===== src/sv/lpg_pkg.sv =====
// ----------------------------------------------------------------------------
// lpg_pkg
// Shared types and codes of the line point generator: request and response
// words, per-axis walk state, operation and step direction codes.
// ----------------------------------------------------------------------------
`default_nettype none

package lpg_pkg;

   localparam int CoordBits = 12;
   localparam int ColorBits = 16;
   localparam int ErrBits   = CoordBits + 1;

   typedef logic [CoordBits-1:0] coord_type;
   typedef logic [ErrBits-1:0]   err_type;
   typedef logic [ColorBits-1:0] color_type;
   typedef logic [1:0]           dir_type;

   localparam logic OpStart = 1'b0;
   localparam logic OpNext  = 1'b1;

   localparam dir_type DirNone  = 2'd0;
   localparam dir_type DirPlus  = 2'd1;
   localparam dir_type DirMinus = 2'd3;

   typedef struct packed {
      logic      op;
      coord_type x_start;
      coord_type y_start;
      coord_type x_end;
      coord_type y_end;
      color_type pixel_color;
   } req_type;

   typedef struct packed {
      coord_type point_x;
      coord_type point_y;
      color_type point_color;
      logic      last_point;
   } rsp_type;

   typedef struct packed {
      coord_type coord;
      err_type   err;
      coord_type delta;
      dir_type   dir;
   } axis_type;

endpackage

`default_nettype wire


===== src/sv/line_point_generator_unit.sv =====
// ----------------------------------------------------------------------------
// line_point_generator_unit
// Raster line point generator with an error-accumulator walk.
// ----------------------------------------------------------------------------
// A start word (op = start) loads both end points and the color and gives no
// response. Each next word while a line is active gives one response word
// with a point, its color and a flag on the end point. A line of major
// length L gives L + 2 points; the first point comes twice. A next word with
// no active line is taken and dropped. A start word while a line is active
// drops the old line.
// A point is registered and leaves on rsp in the cycle after its next word is taken.
// Throughput: one word per cycle on req while req_stall is low, set by the single
// response register; the walk itself finishes a step in that same cycle.
// req_stall rises only while the response register holds a word that the
// receiver stalls; the block then holds all state until the word is taken.
// Reset clears the active line and the response valid.
// ----------------------------------------------------------------------------
`default_nettype none

module line_point_generator_unit (
   input  wire              clock,
   input  wire              reset,
   input  wire              req_valid,
   output logic             req_stall,
   input  lpg_pkg::req_type req_word,
   output logic             rsp_valid,
   input  wire              rsp_stall,
   output lpg_pkg::rsp_type rsp_word
);

   lpg_pkg::axis_type  axis_x_ff, axis_x_in, axis_x_step;
   lpg_pkg::axis_type  axis_y_ff, axis_y_in, axis_y_step;
   lpg_pkg::axis_type  setup_x, setup_y;
   lpg_pkg::coord_type major_ff, major_in, setup_major;
   lpg_pkg::err_type   left_ff, left_in;
   lpg_pkg::color_type color_ff, color_in;
   logic               busy_ff, busy_in;
   logic               rsp_valid_ff, rsp_valid_in;
   lpg_pkg::rsp_type   rsp_word_ff, rsp_word_in;
   logic               accept, do_start, do_emit, is_last;

   assign req_stall = rsp_valid_ff & rsp_stall;
   assign accept    = req_valid & ~req_stall;
   assign do_start  = accept & (req_word.op == lpg_pkg::OpStart);
   assign do_emit   = accept & (req_word.op == lpg_pkg::OpNext) & busy_ff;
   assign is_last   = left_ff <= lpg_pkg::ErrBits'(1);

   always_comb begin
      setup_x.coord = req_word.x_start;
      setup_x.err   = '0;
      if (req_word.x_end > req_word.x_start) begin
         setup_x.delta = req_word.x_end - req_word.x_start;
         setup_x.dir   = lpg_pkg::DirPlus;
      end else if (req_word.x_end == req_word.x_start) begin
         setup_x.delta = '0;
         setup_x.dir   = lpg_pkg::DirNone;
      end else begin
         setup_x.delta = req_word.x_start - req_word.x_end;
         setup_x.dir   = lpg_pkg::DirMinus;
      end
      setup_y.coord = req_word.y_start;
      setup_y.err   = '0;
      if (req_word.y_end > req_word.y_start) begin
         setup_y.delta = req_word.y_end - req_word.y_start;
         setup_y.dir   = lpg_pkg::DirPlus;
      end else if (req_word.y_end == req_word.y_start) begin
         setup_y.delta = '0;
         setup_y.dir   = lpg_pkg::DirNone;
      end else begin
         setup_y.delta = req_word.y_start - req_word.y_end;
         setup_y.dir   = lpg_pkg::DirMinus;
      end
      setup_major = (setup_x.delta > setup_y.delta) ? setup_x.delta : setup_y.delta;
   end

   lpg_axis u_axis_x (
      .cur_axis (axis_x_ff),
      .major    (major_ff),
      .nxt_axis (axis_x_step)
   );

   lpg_axis u_axis_y (
      .cur_axis (axis_y_ff),
      .major    (major_ff),
      .nxt_axis (axis_y_step)
   );

   always_comb begin
      axis_x_in    = axis_x_ff;
      axis_y_in    = axis_y_ff;
      major_in     = major_ff;
      left_in      = left_ff;
      color_in     = color_ff;
      busy_in      = busy_ff;
      rsp_word_in  = rsp_word_ff;
      rsp_valid_in = rsp_valid_ff & rsp_stall;
      if (do_start) begin
         axis_x_in = setup_x;
         axis_y_in = setup_y;
         major_in  = setup_major;
         left_in   = {1'b0, setup_major} + lpg_pkg::ErrBits'(2);
         color_in  = req_word.pixel_color;
         busy_in   = 1'b1;
      end else if (do_emit) begin
         rsp_valid_in            = 1'b1;
         rsp_word_in.point_x     = axis_x_ff.coord;
         rsp_word_in.point_y     = axis_y_ff.coord;
         rsp_word_in.point_color = color_ff;
         rsp_word_in.last_point  = is_last;
         if (is_last) begin
            left_in = '0;
            busy_in = 1'b0;
         end else begin
            left_in   = left_ff - lpg_pkg::ErrBits'(1);
            axis_x_in = axis_x_step;
            axis_y_in = axis_y_step;
         end
      end
   end

   always_ff @(posedge clock) begin
      if (reset) begin
         busy_ff      <= 1'b0;
         left_ff      <= '0;
         rsp_valid_ff <= 1'b0;
      end else begin
         busy_ff      <= busy_in;
         left_ff      <= left_in;
         rsp_valid_ff <= rsp_valid_in;
      end
   end

   always_ff @(posedge clock) begin
      axis_x_ff   <= axis_x_in;
      axis_y_ff   <= axis_y_in;
      major_ff    <= major_in;
      color_ff    <= color_in;
      rsp_word_ff <= rsp_word_in;
   end

   assign rsp_valid = rsp_valid_ff;
   assign rsp_word  = rsp_word_ff;

   a_busy_count: assert property (@(posedge clock) disable iff (reset)
      busy_ff == (left_ff != '0))
      else $error("busy flag and point count disagree");

   a_last_idle: assert property (@(posedge clock) disable iff (reset)
      do_emit && is_last |=> !busy_ff)
      else $error("line still active after its end point");

   a_start_busy: assert property (@(posedge clock) disable iff (reset)
      do_start |=> busy_ff)
      else $error("start word did not open a line");

   a_err_x: assert property (@(posedge clock) disable iff (reset)
      busy_ff |-> axis_x_ff.err <= {1'b0, major_ff})
      else $error("x error above major length");

   a_err_y: assert property (@(posedge clock) disable iff (reset)
      busy_ff |-> axis_y_ff.err <= {1'b0, major_ff})
      else $error("y error above major length");

endmodule

`default_nettype wire


===== src/sv/lpg_axis.sv =====
// ----------------------------------------------------------------------------
// lpg_axis
// One axis of the error-accumulator walk: add the delta to the error and,
// when the error passes the major length, take the length off and step.
// ----------------------------------------------------------------------------
`default_nettype none

module lpg_axis (
   input  lpg_pkg::axis_type  cur_axis,
   input  lpg_pkg::coord_type major,
   output lpg_pkg::axis_type  nxt_axis
);

   lpg_pkg::err_type   sum;
   logic               step;
   lpg_pkg::coord_type moved;

   assign sum  = cur_axis.err + {1'b0, cur_axis.delta};
   assign step = sum > {1'b0, major};

   always_comb begin
      case (cur_axis.dir)
         lpg_pkg::DirPlus:  moved = cur_axis.coord + lpg_pkg::CoordBits'(1);
         lpg_pkg::DirMinus: moved = cur_axis.coord - lpg_pkg::CoordBits'(1);
         default:           moved = cur_axis.coord;
      endcase
   end

   always_comb begin
      nxt_axis       = cur_axis;
      nxt_axis.err   = step ? sum - {1'b0, major} : sum;
      nxt_axis.coord = step ? moved : cur_axis.coord;
   end

endmodule

`default_nettype wire


===== config.mk =====
export PLATFORM = sky130hd
export DESIGN_NAME = line_point_generator_unit
export DESIGN_NICKNAME = d
export VERILOG_FILES = /design/src/sv/lpg_pkg.sv /design/src/sv/line_point_generator_unit.sv /design/src/sv/lpg_axis.sv
export SDC_FILE = /design/constraint.sdc
export NUM_CORES = 1
export LEC_CHECK = 0
export BUFFER_PORTS_ARGS = -buffer_cell sky130_fd_sc_hd__buf_2
export CAP_MARGIN = 20
export CORE_MARGIN = 2
export CORE_UTILIZATION = 55
export CTS_BUF_LIST = sky130_fd_sc_hd__clkbuf_4 sky130_fd_sc_hd__clkbuf_8
export DETAILED_ROUTE_END_ITERATION = 6
export GPL_ROUTABILITY_DRIVEN = 0
export PLACE_DENSITY = 0.75
export REMOVE_ABC_BUFFERS = 1
export SYNTH_ARGS = -nofsm -noshare
export SYNTH_HDL_FRONTEND = slang
export SYNTH_SLANG_ARGS = --single-unit

===== constraint.sdc =====
create_clock -name clock -period 8.7 [get_ports clock]
set_input_delay 1.74 -clock clock [delete_from_list [all_inputs] [get_ports clock]]
set_output_delay 1.74 -clock clock [all_outputs]
set_load 0.05 [all_outputs]

==> results.toml <==
[place]
place_ws_ns = 1.172
dp_hpwl_mm = 21.51
portBuffers = 111

[timing]
rsz0062_at_grt = "no"
final_max_slew_viol_count = 0
worstMarginPinSlew_ns = 0.9228
hold_viol = 0
timing.final.crit_share_pct = 81.70
relSlewSlack_pct = 38.48
clock.fmax_mhz = 140.7
min_period_ns = 7.108
fin_tns_setup_ns = 0
finalClockSkew_ns = 0.01441
setup_viol = 0
setup_ws_ns = 1.592

[synth]
yosysSeqAreaShare_pct = 36.77
yosysTopAreaCellShare_pct = 29.99
async_reset_ff_share_pct = 0
muxShareOfSynthArea_pct = 3.842
netlist_area_sq_um = 12110
yosysWarningCount = 0
syn_inst = 1283
synth_top_family_by_area = "compound AO/OA/AOI/OAI gates"
synth_xor_area_share_pct = 4.916
synth-edff-count = 121
yosys.area_share.simple_pct = 13.73
syn_avg_cell_area_sq_um = 9.442
synth-main-ff-cell = "edfxtp_1"
synth_compound_area_share_pct = 20.30
synth_largest_area_cell = "edfxtp_1"
synth-seq-cells = 162
synth-adder-area-share_pct = 14.98
yosys-top-cells-area = "edfxtp_1 30%, ha_1 13%, dfxtp_1 6.8%, a21oi_1 4.6%, inv_1 3.5%"
synthDistinctLibCells = 89

[final_layout]
seqCellArea_sq_um = 4454
area_growth_pct = 9.585
drive_gt1_share_pct = 14.07
layout.nets = 1581
n_fill_cell = 1810
n_antenna_cell = 0
multi_input_area_sq_um = 7004
final_common_cell = "ha_1"
final_cell_mix = "129 x ha_1, 121 x edfxtp_1, 112 x a21oi_1"

[clock_network]
path_clk_slew_ns = 0.11
clk_path_buf_depth = 2
cts_num_sinks = 162
numCtsBuffers = 17
cts_hold_buffers = 0
htree_levels = 4
cts_root_buffer = "clkbuf_8"
clock_latency_ns = 0.48
cts_resized = 0
cts_setup_buffers = 0
cts_tree = "done"

[die]
die_x_microns = 152.4
die_h_microns = 152.4
die-area_sq_um = 23230
pin_count = 112
coreArea_sq_um = 21690
start_util_pct = 55.86
rows = 54

[critical_path]
worstSetupStartpointType = "input pin"
r2r-start = "axis_x_ff[2]"
required_ns = 9.08
cpMostUsedCell = "ha_1"
r2r_slack_ns = 3.68
criticalPathCategory = "in2reg"
path_buf_inv = 3
critPathSlowestCell = "a21oi_1"
crit_chain = "buf_2 > inv_1 > ha_1 > nand3_2 > or3_4 > o21ai_4 > nand2b_1 > a211oi_1 > o311ai_1 > mux2i_1 > ha_1 > and4_1 > nand4_1 > a21o_1 > a21oi_1 > o21ai_0 > ha_1 > inv_1 > nor2_1 > a22oi_2 > o21a_1 > o21ai_1 > a221oi_1"
reg2regPathDepth = 16
path_delay_family = "compound AO/OA/AOI/OAI gates"
cp_max_fo = 10
cpPeakStageDelay_ns = 0.71
crit_arrival_ns = 7.49
end_kind = "flip-flop"
worstReg2RegEnd = "axis_x_ff[28]"

[route]
ant_nets = 0
first_pass_iters = 5
num_vias = 9873
via_per_inst = 5.926
wirelength_mm = 28.96
remaining_drc_errors = 0
drtIter0Drc = 715
wl_per_cell_microns = 17.38

[global_routing]
grt_max_degree = 78
grt_pass1_vias = 9648
grt_pass1_wl_mm = 47.57
grt_remaining_overflow = 0
track_usage_pct = 25.12
antenna_found_initial = 0

[pwr]
powerDensity_nw_per_um2 = 219.8
leakage_nw = 5.889
vdd_ir_drop_max_mv = 0.1138

[run_status]
status = "finished, final reports clean"

[flow_run]
drv_cap = 0

[worst_hold_path]
hold_depth = 0
hp-start = "color_ff[10]"
hp-class = "reg2reg"
hold_end = "rsp_word[11]"
worst register-to-register path, stage by stage (launching register included):
cell       delay [ns]
edfxtp_1         0.44
ha_1             0.25
fa_1             0.42
a21o_1           0.17
a21oi_1          0.22
o21bai_1         0.12
a31o_2           0.27
a2111oi_1        0.65
nor2_1           0.13
xor2_1           0.19
ha_1             0.36
nand4_1          0.14
a21oi_1          0.20
or3_1            0.15
a21oi_1          0.11
nor2_1           0.29
a21o_1           0.54
worst max path at each step:
| stage | startpoint | endpoint | cells past startpoint |
|---|---|---|---|
| floorplan | req_word[16] | left_ff[5] | 23 |
| global placement | req_word[37] | left_ff[5] | 23 |
| finish | req_word[37] | left_ff[5] | 23 |
| detailed placement | req_word[37] | left_ff[5] | 23 |
| global route | req_word[37] | left_ff[5] | 23 |
| CTS | req_word[37] | left_ff[5] | 23 |
cells in the mapped netlist (all sizes together), types with 4 or more instances:
library cell and instances:
a211oi 10, a21o 39, a21oi 113, a221oi 6, a31oi 9, a41oi 4
and2 16, and3 13, and3b 4, buf 21, clkbuf 28, dfxtp 41
edfxtp 121, fa 10, ha 129, inv 113, mux2 11, mux2i 33
nand2 73, nand2b 4, nand3 28, nand4 16, nor2 99, nor2b 16
nor3 29, o211ai 8, o21a 11, o21ai 77, o21bai 18, o22ai 23
o31a 4, o31ai 5, or2 5, or3 15, or4 6, xnor2 40
xor2 28
state kept, by name (all words and copies together) (netlist names):
name and cells:
rsp_valid 1, rsp_word 41, busy_ff 1, axis_y_ff 39
left_ff 13, color_ff 16, major_ff 12, axis_x_ff 39
routing by layer:
| layer | part of all wire [%] | track usage, % | up-vias | wire [microns] |
|---|---|---|---|---|
| met5 | 0 | 0 | - | 0 |
| met3 | 5.8 | 4.408 | 50 | 1669 |
| li1 | - | - | 4886 | - |
| met1 | 45 | 33.32 | 4597 | 12920 |
| met2 | 47 | 41.91 | 340 | 13700 |
| met4 | 2.3 | 8.422 | 0 | 671 |
final cells by class:
| type | instances | share of cell area [%] |
|---|---|---|
| sequential | 162 | 33.55 |
| multi-input combinational | 958 | 52.76 |
| timing repair buffer | 120 | 4.694 |
| clock inverter | 15 | 1.357 |
| tap | 280 | 2.639 |
| inverter | 114 | 3.233 |
| clock buffer | 17 | 1.762 |
stage by stage:
| stage | instances | total power [W] | instance area [sq um] | hold WS, ns | util [%] |
|---|---|---|---|---|---|
| floorplan | 1234 | 0.002022 | 11880 | 0.4003 | - |
| global placement | 1634 | 0.002310 | 12860 | 0.4000 | 59.30 |
| detailed placement | 1634 | 0.002336 | 12860 | 0.4045 | 59.30 |
| CTS | 1666 | 0.002916 | 13280 | 0.4236 | 61.21 |
| global route | 1666 | 0.003126 | 13280 | 0.4341 | 61.21 |
| finish | 1666 | 0.002918 | 13280 | 0.4257 | 61.21 |
where the power goes:
part	total, W	internal, W	switching (W)
registers	0.000943	0.000907	0.0000362
clock network	0.000571	0.000222	0.000349
logic	0.00140	0.000573	0.000831
total	0.00292	0.00170	0.00122
logic make-up after synthesis:
kind of cell | count (synthesis)
AO/OA/AOI/OAI | 372
AND/OR/NAND/NOR | 335
buffers and inverters | 163
flip-flops | 162
adder cells (fa/ha/maj) | 139
XOR/XNOR | 68
multiplexers | 44
No activity file was read; power rests on OpenSTA's default activity.
